**src/rtl/core/aar8_pkg.sv**
```systemverilog
// Package: command codes, register codes and flag record for the 8-bit ALU core.
package aar8_pkg;

  typedef enum logic [4:0] {
    CMD_MOV  = 5'd0,  CMD_MVI  = 5'd1,  CMD_LXI  = 5'd2,  CMD_XCHG = 5'd3,
    CMD_ADD  = 5'd4,  CMD_ADC  = 5'd5,  CMD_SUB  = 5'd6,  CMD_SBB  = 5'd7,
    CMD_ANA  = 5'd8,  CMD_XRA  = 5'd9,  CMD_ORA  = 5'd10, CMD_CMP  = 5'd11,
    CMD_INR  = 5'd12, CMD_DCR  = 5'd13, CMD_INX  = 5'd14, CMD_DCX  = 5'd15,
    CMD_DAD  = 5'd16, CMD_DAA  = 5'd17, CMD_RLC  = 5'd18, CMD_RRC  = 5'd19,
    CMD_RAL  = 5'd20, CMD_RAR  = 5'd21, CMD_CMA  = 5'd22, CMD_CMC  = 5'd23,
    CMD_STC  = 5'd24, CMD_COND = 5'd25
  } cmd_t;

  localparam logic [2:0] REG_NONE = 3'd6;
  localparam logic [2:0] REG_A    = 3'd7;
  localparam logic [1:0] PAIR_DE  = 2'd1;
  localparam logic [1:0] PAIR_HL  = 2'd2;
  localparam logic [1:0] PAIR_SP  = 2'd3;

  localparam logic [7:0] DAA_LO = 8'h06;
  localparam logic [7:0] DAA_HI = 8'h60;

  typedef struct packed {
    logic z;
    logic s;
    logic p;
    logic c;
    logic a;
  } flags_t;

  // Request as captured at the input register.
  typedef struct packed {
    logic [4:0]  cmd;
    logic [2:0]  dest_reg;
    logic [2:0]  src_reg;
    logic        use_immediate;
    logic [1:0]  pair_sel;
    logic [15:0] immediate;
    logic [2:0]  cond_code;
  } req_t;

  // Architectural state write-back from the execute logic.
  typedef struct packed {
    logic [7:0]  b, c, d, e, h, l, a;
    logic [15:0] sp;
    flags_t      f;
  } arch_t;

endpackage

```
**src/rtl/core/accumulator_alu_regfile_8bit_core.sv**
```systemverilog
// Top level: 8080-style register file, ALU and flags, one instruction per request.
//
// Input channel (in_valid/in_stall) carries one instruction request; output
// channel (out_valid/out_stall) carries one result per request.
// Accepted requests go into an input register; from there the execute
// logic reads the register file and flags, writes them back and loads the
// result register once that register is free to take a new result.
// Throughput is one request per cycle while out_stall is low: the input
// register refills while the result register is being taken, so the only
// limit is the single read-modify-write of the architectural state per cycle.
// When the receiver stalls, the result register holds; the input register
// holds its request and in_stall rises once both are full.
// Reset (rst, synchronous) clears B,C,D,E,H,L,A, SP and all flags, and
// empties both pipeline registers.
module accumulator_alu_regfile_8bit_core (
  input  logic        clk,
  input  logic        rst,
  input  logic        in_valid,
  output logic        in_stall,
  input  logic [4:0]  cmd,
  input  logic [2:0]  dest_reg,
  input  logic [2:0]  src_reg,
  input  logic        use_immediate,
  input  logic [1:0]  pair_sel,
  input  logic [15:0] immediate,
  input  logic [2:0]  cond_code,
  output logic        out_valid,
  input  logic        out_stall,
  output logic [7:0]  acc_value,
  output logic [15:0] written_value,
  output logic        zero_flag,
  output logic        sign_flag,
  output logic        parity_flag,
  output logic        carry_flag,
  output logic        aux_carry_flag,
  output logic        cond_met
);
  import aar8_pkg::*;

  req_t        req;
  logic        req_valid;
  arch_t       arch, arch_next;
  logic [15:0] wv;
  logic        cm;
  logic        exec_go;

  assign exec_go  = req_valid && (!out_valid || !out_stall);
  assign in_stall = req_valid && !exec_go;

  always_ff @(posedge clk) begin
    if (rst) begin
      req_valid <= 1'b0;
    end else if (!in_stall) begin
      req_valid <= in_valid;
    end
    if (!in_stall && in_valid) begin
      req <= '{cmd, dest_reg, src_reg, use_immediate, pair_sel, immediate, cond_code};
    end
  end

  aar8_exec u_exec (
    .req      (req),
    .cur      (arch),
    .nxt      (arch_next),
    .wv       (wv),
    .cond_met (cm)
  );

  always_ff @(posedge clk) begin
    if (rst) begin
      arch      <= '0;
      out_valid <= 1'b0;
    end else begin
      if (exec_go) begin
        arch <= arch_next;
      end
      if (exec_go) begin
        out_valid <= 1'b1;
      end else if (!out_stall) begin
        out_valid <= 1'b0;
      end
    end
    if (exec_go) begin
      acc_value      <= arch_next.a;
      written_value  <= wv;
      zero_flag      <= arch_next.f.z;
      sign_flag      <= arch_next.f.s;
      parity_flag    <= arch_next.f.p;
      carry_flag     <= arch_next.f.c;
      aux_carry_flag <= arch_next.f.a;
      cond_met       <= cm;
    end
  end

endmodule

```
**src/rtl/core/aar8_exec.sv**
```systemverilog
// Execute logic: one instruction on the current architectural state.
module aar8_exec (
  input  aar8_pkg::req_t  req,
  input  aar8_pkg::arch_t cur,
  output aar8_pkg::arch_t nxt,
  output logic [15:0]     wv,
  output logic            cond_met
);
  import aar8_pkg::*;

  logic [7:0]  regs [8];
  logic [7:0]  opnd, a, srcv, dstv, addb, res8, corr;
  logic        cin, sub, cy;
  logic [8:0]  sum;
  logic [4:0]  hsum;
  logic [15:0] pair_v, hl, de;
  logic [16:0] dsum;
  logic        cv;

  function automatic logic [15:0] pair_of(input arch_t s, input logic [1:0] p);
    logic [15:0] v;
    case (p)
      2'd0:    v = {s.b, s.c};
      PAIR_DE: v = {s.d, s.e};
      PAIR_HL: v = {s.h, s.l};
      default: v = s.sp;
    endcase
    return v;
  endfunction

  function automatic arch_t put_pair(input arch_t s, input logic [1:0] p,
                                     input logic [15:0] v);
    arch_t o;
    o = s;
    case (p)
      2'd0:    {o.b, o.c} = v;
      PAIR_DE: {o.d, o.e} = v;
      PAIR_HL: {o.h, o.l} = v;
      default: o.sp = v;
    endcase
    return o;
  endfunction

  function automatic arch_t put_reg(input arch_t s, input logic [2:0] r,
                                    input logic [7:0] v);
    arch_t o;
    o = s;
    case (r)
      3'd0:    o.b = v;
      3'd1:    o.c = v;
      3'd2:    o.d = v;
      3'd3:    o.e = v;
      3'd4:    o.h = v;
      3'd5:    o.l = v;
      REG_A:   o.a = v;
      default: o = s;
    endcase
    return o;
  endfunction

  function automatic flags_t zsp(input flags_t f, input logic [7:0] x);
    flags_t o;
    o = f;
    o.z = (x == 8'd0);
    o.s = x[7];
    o.p = ~^x;
    return o;
  endfunction

  always_comb begin
    regs[0] = cur.b; regs[1] = cur.c; regs[2] = cur.d; regs[3] = cur.e;
    regs[4] = cur.h; regs[5] = cur.l; regs[6] = 8'd0; regs[7] = cur.a;
  end

  assign a      = cur.a;
  assign srcv   = regs[req.src_reg];
  assign dstv   = regs[req.dest_reg];
  assign opnd   = req.use_immediate ? req.immediate[7:0] : srcv;
  assign pair_v = pair_of(cur, req.pair_sel);
  assign hl     = {cur.h, cur.l};
  assign de     = {cur.d, cur.e};
  assign dsum   = {1'b0, hl} + {1'b0, pair_v};

  // Decimal adjust correction.
  always_comb begin
    corr = 8'd0;
    cy   = cur.f.c;
    if (a[3:0] > 4'd9 || cur.f.a) corr = corr | DAA_LO;
    if (a[7:4] > 4'd9 || (a[7:4] == 4'd9 && a[3:0] > 4'd9) || cur.f.c) begin
      corr = corr | DAA_HI;
      cy   = 1'b1;
    end
  end

  // Shared 8-bit adder for add, subtract, compare and decimal adjust.
  always_comb begin
    sub  = 1'b0;
    addb = opnd;
    cin  = 1'b0;
    case (cmd_t'(req.cmd))
      CMD_ADC: cin = cur.f.c;
      CMD_SUB, CMD_CMP: begin sub = 1'b1; addb = ~opnd; cin = 1'b1; end
      CMD_SBB: begin sub = 1'b1; addb = ~opnd; cin = ~cur.f.c; end
      CMD_DAA: addb = corr;
      default: ;
    endcase
  end
  assign sum  = {1'b0, a} + {1'b0, addb} + {8'd0, cin};
  assign hsum = {1'b0, a[3:0]} + {1'b0, addb[3:0]} + {4'd0, cin};
  assign cv   = sub ? ~sum[8] : sum[8];

  always_comb begin
    nxt  = cur;
    wv   = 16'd0;
    res8 = 8'd0;
    case (cmd_t'(req.cmd))
      CMD_MOV: begin wv = {8'd0, srcv}; nxt = put_reg(cur, req.dest_reg, srcv); end
      CMD_MVI: begin
        wv  = {8'd0, req.immediate[7:0]};
        nxt = put_reg(cur, req.dest_reg, req.immediate[7:0]);
      end
      CMD_LXI: begin wv = req.immediate; nxt = put_pair(cur, req.pair_sel, req.immediate); end
      CMD_XCHG: begin
        wv = de;
        nxt = put_pair(put_pair(cur, PAIR_DE, hl), PAIR_HL, de);
      end
      CMD_ADD, CMD_ADC, CMD_SUB, CMD_SBB: begin
        wv = {8'd0, sum[7:0]};
        nxt.a = sum[7:0];
        nxt.f = zsp(cur.f, sum[7:0]);
        nxt.f.a = hsum[4];
        nxt.f.c = cv;
      end
      CMD_CMP: begin
        nxt.f = zsp(cur.f, sum[7:0]);
        nxt.f.a = hsum[4];
        nxt.f.c = cv;
      end
      CMD_ANA, CMD_XRA, CMD_ORA: begin
        res8 = (req.cmd == CMD_ANA) ? (a & opnd) :
               (req.cmd == CMD_XRA) ? (a ^ opnd) : (a | opnd);
        wv = {8'd0, res8};
        nxt.a = res8;
        nxt.f = zsp(cur.f, res8);
        nxt.f.c = 1'b0;
        nxt.f.a = 1'b0;
      end
      CMD_INR, CMD_DCR: begin
        res8 = (req.cmd == CMD_INR) ? dstv + 8'd1 : dstv - 8'd1;
        wv = {8'd0, res8};
        nxt = put_reg(cur, req.dest_reg, res8);
        nxt.f = zsp(cur.f, res8);
        nxt.f.a = (req.cmd == CMD_INR) ? (res8[3:0] == 4'h0) : (res8[3:0] != 4'hF);
      end
      CMD_INX: begin wv = pair_v + 16'd1; nxt = put_pair(cur, req.pair_sel, pair_v + 16'd1); end
      CMD_DCX: begin wv = pair_v - 16'd1; nxt = put_pair(cur, req.pair_sel, pair_v - 16'd1); end
      CMD_DAD: begin
        wv = dsum[15:0];
        nxt = put_pair(cur, PAIR_HL, dsum[15:0]);
        nxt.f.c = dsum[16];
      end
      CMD_DAA: begin
        wv = {8'd0, sum[7:0]};
        nxt.a = sum[7:0];
        nxt.f = zsp(cur.f, sum[7:0]);
        nxt.f.a = hsum[4];
        nxt.f.c = cy;
      end
      CMD_RLC: begin res8 = {a[6:0], a[7]}; wv = {8'd0, res8}; nxt.a = res8; nxt.f.c = a[7]; end
      CMD_RRC: begin res8 = {a[0], a[7:1]}; wv = {8'd0, res8}; nxt.a = res8; nxt.f.c = a[0]; end
      CMD_RAL: begin
        res8 = {a[6:0], cur.f.c}; wv = {8'd0, res8}; nxt.a = res8; nxt.f.c = a[7];
      end
      CMD_RAR: begin
        res8 = {cur.f.c, a[7:1]}; wv = {8'd0, res8}; nxt.a = res8; nxt.f.c = a[0];
      end
      CMD_CMA: begin res8 = ~a; wv = {8'd0, res8}; nxt.a = res8; end
      CMD_CMC: nxt.f.c = ~cur.f.c;
      CMD_STC: nxt.f.c = 1'b1;
      default: ;
    endcase
  end

  always_comb begin
    case (req.cond_code[2:1])
      2'd0:    cond_met = nxt.f.z;
      2'd1:    cond_met = nxt.f.c;
      2'd2:    cond_met = nxt.f.p;
      default: cond_met = nxt.f.s;
    endcase
    if (!req.cond_code[0]) cond_met = ~cond_met;
  end

endmodule

```
**config.mk**
```make
export PLATFORM = sky130hd
export DESIGN_NAME = accumulator_alu_regfile_8bit_core
export DESIGN_NICKNAME = d
export VERILOG_FILES = /design/src/rtl/core/aar8_pkg.sv /design/src/rtl/core/accumulator_alu_regfile_8bit_core.sv /design/src/rtl/core/aar8_exec.sv
export SDC_FILE = /design/constraint.sdc
export NUM_CORES = 1
export LEC_CHECK = 0
export BUFFER_PORTS_ARGS = -buffer_cell sky130_fd_sc_hd__buf_2
export CAP_MARGIN = 10
export CORE_UTILIZATION = 67
export CTS_CLUSTER_DIAMETER = 80
export CTS_CLUSTER_SIZE = 12
export DETAILED_ROUTE_END_ITERATION = 10
export PLACE_DENSITY_LB_ADDON = 0.08
export SLEW_MARGIN = 20
export SYNTH_ARGS = -nofsm -noshare
export SYNTH_HDL_FRONTEND = slang
export SYNTH_SLANG_ARGS = --single-unit
```
**constraint.sdc**
```tcl
create_clock -name clk -period 10.8 [get_ports clk]
set_clock_uncertainty 0.2 [all_clocks]
set_input_delay 0.54 -clock clk [delete_from_list [all_inputs] [get_ports clk]]
set_output_delay 0.54 -clock clk [all_outputs]
set_load 0.1 [all_outputs]
```
=== Yosys cells after proc, flatten, opt, wreduce, memory -nomap -nowiden ===
Cells that the tools add are included.

* Memories kept: 0
* Bits in latches: 0
* Word-level logic and storage cells: 229
* Register bits after elaboration: 142
* Output and inout port bits: 32
* ROM bits: 0
* RAM bits: 0

* Magnitude comparators: 4
* Multiply operators: 0
* Shift-type cells: 0
* Muxes and demuxes: 63
* Bitwise operators: 12
* Reductions and logical operators: 44
* $add $sub $neg: 9
* Eq/ne operators: 67
* Divide/modulo/power cells: 0

{| class="wikitable"
|+ Operators with widths
! kind !! count
|-
| 48-bit case mux with 8 select lines || 1
|-
| 16-bit case mux with 15 select lines || 1
|-
| 8-bit two-way mux || 29
|-
| 16-bit two-way mux || 12
|-
| 16-bit case mux with 3 select lines || 2
|-
| 8-bit case mux with 10 select lines || 1
|-
| 8-bit binary-select mux with 3-bit select || 2
|-
| 2-bit inequality test, second input constant || 23
|-
| 5-bit == test, second input constant || 9
|-
| 5-bit by 4-bit == test with 1-bit output, second input constant || 8
|-
| 8-bit zero test || 3
|-
| 8-bit XNOR reduction || 3
|-
| 5-bit by 3-bit == test with 1-bit output, second input constant || 4
|-
| 10-bit AND reduction || 2
|-
| 9-bit AND reduction || 2
|-
| 16-bit by 16-bit adder with 17-bit output || 1
|-
| 16-bit by 1-bit adder with 16-bit output, second input constant || 1
|-
| 2-bit by 1-bit inequality test with 1-bit output, second input constant || 8
|-
| 8-bit inverter || 2
|-
| 8-bit case mux with 2 select lines || 1
|-
| 8-bit AND reduction || 2
|-
| 16-bit by 1-bit subtractor with 16-bit output, second input constant || 1
|-
| 5-bit by 2-bit == test with 1-bit output, second input constant || 2
|-
| 5-bit OR reduction || 2
|-
| 42 further kinds || 77
|}

=== Logic depth before layout (Yosys ltp) ===
* Word-level depth: 15
* Gate-level depth with buffers: 23
* Mapped depth without buffers: 21

=== Cells and area by module ===
From an unflattened synthesis, not the netlist that was laid out.

* Cell total of the unflattened synthesis: 1,689
* Area total of the unflattened synthesis: 14,092.3 um^2

{| class="wikitable"
|+ By module, submodules not included
! module !! area each (um^2) !! cells an instance !! instances
|-
| aar8_exec || 8,684.6 || 1,282 || 1
|-
| accumulator_alu_regfile_8bit_core || 5,407.7 || 407 || 1
|}

=== Worst setup path before layout ===
OpenSTA, ideal clock, no wires.

* Path type: register to register
* Start point: reg, netlist name req[23]
* End point: reg cond_met, data pin
* Required time: 10.330 ns
* Slack: 5.328 ns
* Stages on the path, launching flop included: 23
* Data arrival time: 5.002 ns
* Clock period less this slack: 5.472 ns
* Cell sequence: edfxtp_1 > clkbuf_1 > clkbuf_1 > mux2_2 > a22oi_1 > o21ai_0 > mux2i_1 > mux2_2 > fa_1 > inv_1 > fa_1 > a21o_1 > nand4_1 > nand4b_1 > xnor2_1 > ha_1 > xnor2_1 > xnor2_1 > o221ai_1 > mux2_2 > o221a_2 > a311oi_1 > xor2_1

{| class="wikitable"
|+ RTL lines
! what !! line !! RTL
|-
| to (signal assigned) || accumulator_alu_regfile_8bit_core.sv:91 || <nowiki>cond_met <= cm;</nowiki>
|-
| to (decl) || accumulator_alu_regfile_8bit_core.sv:36 || <nowiki>output logic cond_met</nowiki>
|}

==> impl_results.md <==
* Status: completed
* Pwr Total at around 1700 uW
* CP Class: reg2reg
* Layout Cell Area excl Fill at between 10000 and 15000 um2
* Placed inst area at between 10000 and 15000 um2
* Top cell by count, worst path: o21ai_0
* Peak VDD IR at around 0.16 mV
* Fmax achieved at 156.6 MHz
* Unrepaired setup endpoints after global routing: false
* Synth Area in Adders at about 8%
* Hold path cells at 1
* Sw Ratio at about a third
* Root Driver: clkbuf_16
* Worst-Skew Late Latency at ~0.45 ns
* Main combinational cell family by area after synthesis: compound AO/OA/AOI/OAI gates
* Layout cells sized above 1 at between 10% and 20%
* Top_reg_cell synth: dfxtp_1
* EDFF count, synth at 63
* Synthesized Nets at between 1000 and 1500
* Clock share of power at between 40% and 50%
* Commonest cells post-synth: nor2_1, nand2_1, a21oi_1, dfxtp_1, edfxtp_1
* Clock buffer depth at 2
* Die area at 16540 um2
* Starting Density at a little over two thirds
* Reg2Reg Depth at 21
* Net switching power at ~530 uW
* Wire length per cell at between 20 and 25 um
* XOR/XNOR Fraction of Synth Area at under 10%
* Antenna viol nets, final at 0
* Largest cells by area after synthesis: edfxtp_1, dfxtp_1, ha_1, mux4_2, nor2_1
* Io pins at a little under 70
* Final #Nets at 1334
* WP buf/inv at 1
* Initial antenna violation count at 0
* Site Rows at 45
* Post-CTS Hold Buffers at 0
* Grt ovf at 0
* Max-Cap Viols at 0
* Synth warnings at 0
* Total GRT Usage at 44.18%
* Clock Sinks at approximately 140
* # placed instances at around 1400
* Layout Cells excl Fill at 1455
* CTS H-Tree Depth at 4
* Synth cell types at 77
* Die height at between 100 and 150 um
* Filler cells at roughly 1100
* Most frequent cell after synthesis: nor2_1
* Clock Pin Slew Worst Setup and Hold Paths at 0.07 ns
* Final Max Tran Viols at 0
* Crit path max fanout at 17
* Dominant cell type by area after synthesis: edfxtp_1
* Synthesized instance count at 1200
* Register area share after synthesis at between 30% and 40%
* Critical path arrival at 6.35 ns
* GPL Wtd Cong at about 1.0
* Area grow syn2layout at 10.50%
* Combinational power share at between 20% and 30%
* Critical path launch point type: flop
* Critical path endpoint category: flop
* CP delay by family, top: compound AO/OA/AOI/OAI gates
* Relative slew margins at a little under a quarter
* Post-CTS Setup Repair Bufs at 0
* CTS Buf Count at 17
* Worst path required time at around 11 ns
* Pin count of the biggest net entering global routing at 80
* CTS tree: done
* Mux share of post-synthesis cell area at 12.14%
* Vias at 10620
* Core area at between 15000 and 20000 um2
* Tcrit/Tclk final at between 50% and 60%
* Slowest cell on the critical path: edfxtp_1
* Synth Register Bits at ~140
* HPWL Detailed at between 20 and 25 mm
* CP max stage delay at between 0.7 and 0.8 ns
* Top cell type's share of synthesized area at between 15 and 20%
* Setup violators final at 0
* Hold violation total from the final report at 0
* Fin util at 76.91%
* # diodes at 0
* Crit. path cell count at 21
* # port buffers at just under 70
* Drt total wl at 35.50 mm
* Post-synthesis simple-gate area fraction at between 15 and 20%
* Syn avg cell area at 8.948 um2
* Synth Cell Area at around 11000 um2
* DR vias/cell at ~7.3
* Worst path cell trace: nor2_1 > a22oi_1 > o21ai_0 > mux2i_1 > inv_1 > o21ai_0 > o21bai_1 > ha_1 > a21oi_1 > o21ai_0 > o21ba_2 > o21ai_0 > xor2_1 > ha_1 > xnor2_1 > xnor2_1 > o221ai_1 > mux2_2 > o221a_2 > a311oi_1 > xor2_1
* Reg power frac at 37.5%
* Fin crit period at roughly 6.4 ns
* Lkg Pwr at ~0.0047 uW
* First-pass GRT wire length at between 50 and 60 mm
* Pint at ~1100 uW
* PostCTS Resize Cnt at 0
* Remaining DRCs at 0
* Slew @ Worst Pin at 1.113 ns
* Number of global-route vias before repair at around 10000
* Type of the worst min-delay path: in2reg
* Fin Setup TNS at 0 ns
* Iteration count of the initial detailed-routing pass at 6
* Die width at 128.6 um
* Synth Area in Compound Gates at between 20% and 30%
* Initial DRC Count at approximately 1700
* Power per Cell Area at about 140 nW/um2
* Share of flip-flops with an asynchronous set or reset at 0%
-- per-stage QoR --
stage,worst slack (ns),hold WS [ns]
after detailed placement,4.603,0.2532
after global placement,4.900,0.2405
after floorplan,5.328,0.2329
after CTS,4.585,0.06918
after global routing,4.019,0.06445
final,4.415,0.06422
-- registers in the layout (all words and copies together), names as in the netlist --
name / flops
acc_value: 8
arch: 77
aux_carry_flag: 1
carry_flag: 1
cond_met: 1
out_valid: 1
parity_flag: 1
req: 33
req_valid: 1
sign_flag: 1
written_value: 16
zero_flag: 1
-- routing by layer --
layer	routed length (um)	track usage (%)
met5	0	0
met4	1909	23.25
met3	5271	12.52
met2	14860	64.42
met1	13460	59.68
-- cell usage in the layout (no fill, tap or decap), types with 17 or more instances in the layout --
| master | instances |
|---|---|
| xor2_1 | 22 |
| mux4_2 | 26 |
| nor2_1 | 126 |
| a22oi_1 | 26 |
| o21ai_0 | 49 |
| buf_2 | 68 |
| nand3_1 | 29 |
| dfxtp_1 | 79 |
| clkbuf_16 | 19 |
| xnor2_1 | 20 |
| inv_1 | 42 |
| mux2_2 | 26 |
| edfxtp_1 | 63 |
| nand2_1 | 117 |
| mux2i_1 | 32 |
| a21o_1 | 17 |
| a21oi_1 | 85 |
| ha_1 | 62 |
| a311oi_1 | 26 |
| a211oi_1 | 44 |
| nor3_1 | 26 |
-- power groups by stage --
stage	registers (uW)	logic (uW)	clock network [uW]
final	625	375	666
after global routing	626	400	680
after CTS	622	365	661
after detailed placement	633	361	0
after global placement	633	353	0
after floorplan	670	234	0
-- final cells by class --
cell class	count	area, um2	area share [%]
well taps	211	264.0	2.225
clock inverters	11	177.7	1.497
inverters	43	161.4	1.360
flip-flops and latches	142	3473	29.27
repair buffers	84	460.4	3.881
clock buffers	21	483.0	4.070
multi-input cells	943	6845	57.69
-- path summary, 6_finish.rpt --
| path | startpoint | end | slack [ns] |
|---|---|---|---|
| worst max-delay path | req[23] | cond_met | 4.42 |
| worst min-delay path | immediate[1] | req[4] | 0.06 |
| worst min register to register | arch[2] | arch[2] | 0.26 |
| worst max register to register | req[23] | cond_met | 4.42 |
-- kinds of logic (layout without fill, tap and decap cells) --
family | after synthesis | count (layout)
AO/OA/AOI/OAI | 348 | 348
XOR/XNOR | 42 | 42
adder cells (fa/ha/maj) | 66 | 66
buffers and inverters | 115 | 159
flip-flops | 142 | 142
multiplexers | 88 | 88
AND/OR/NAND/NOR | 399 | 399
Note: power is estimated with default switching activity, not from simulation.
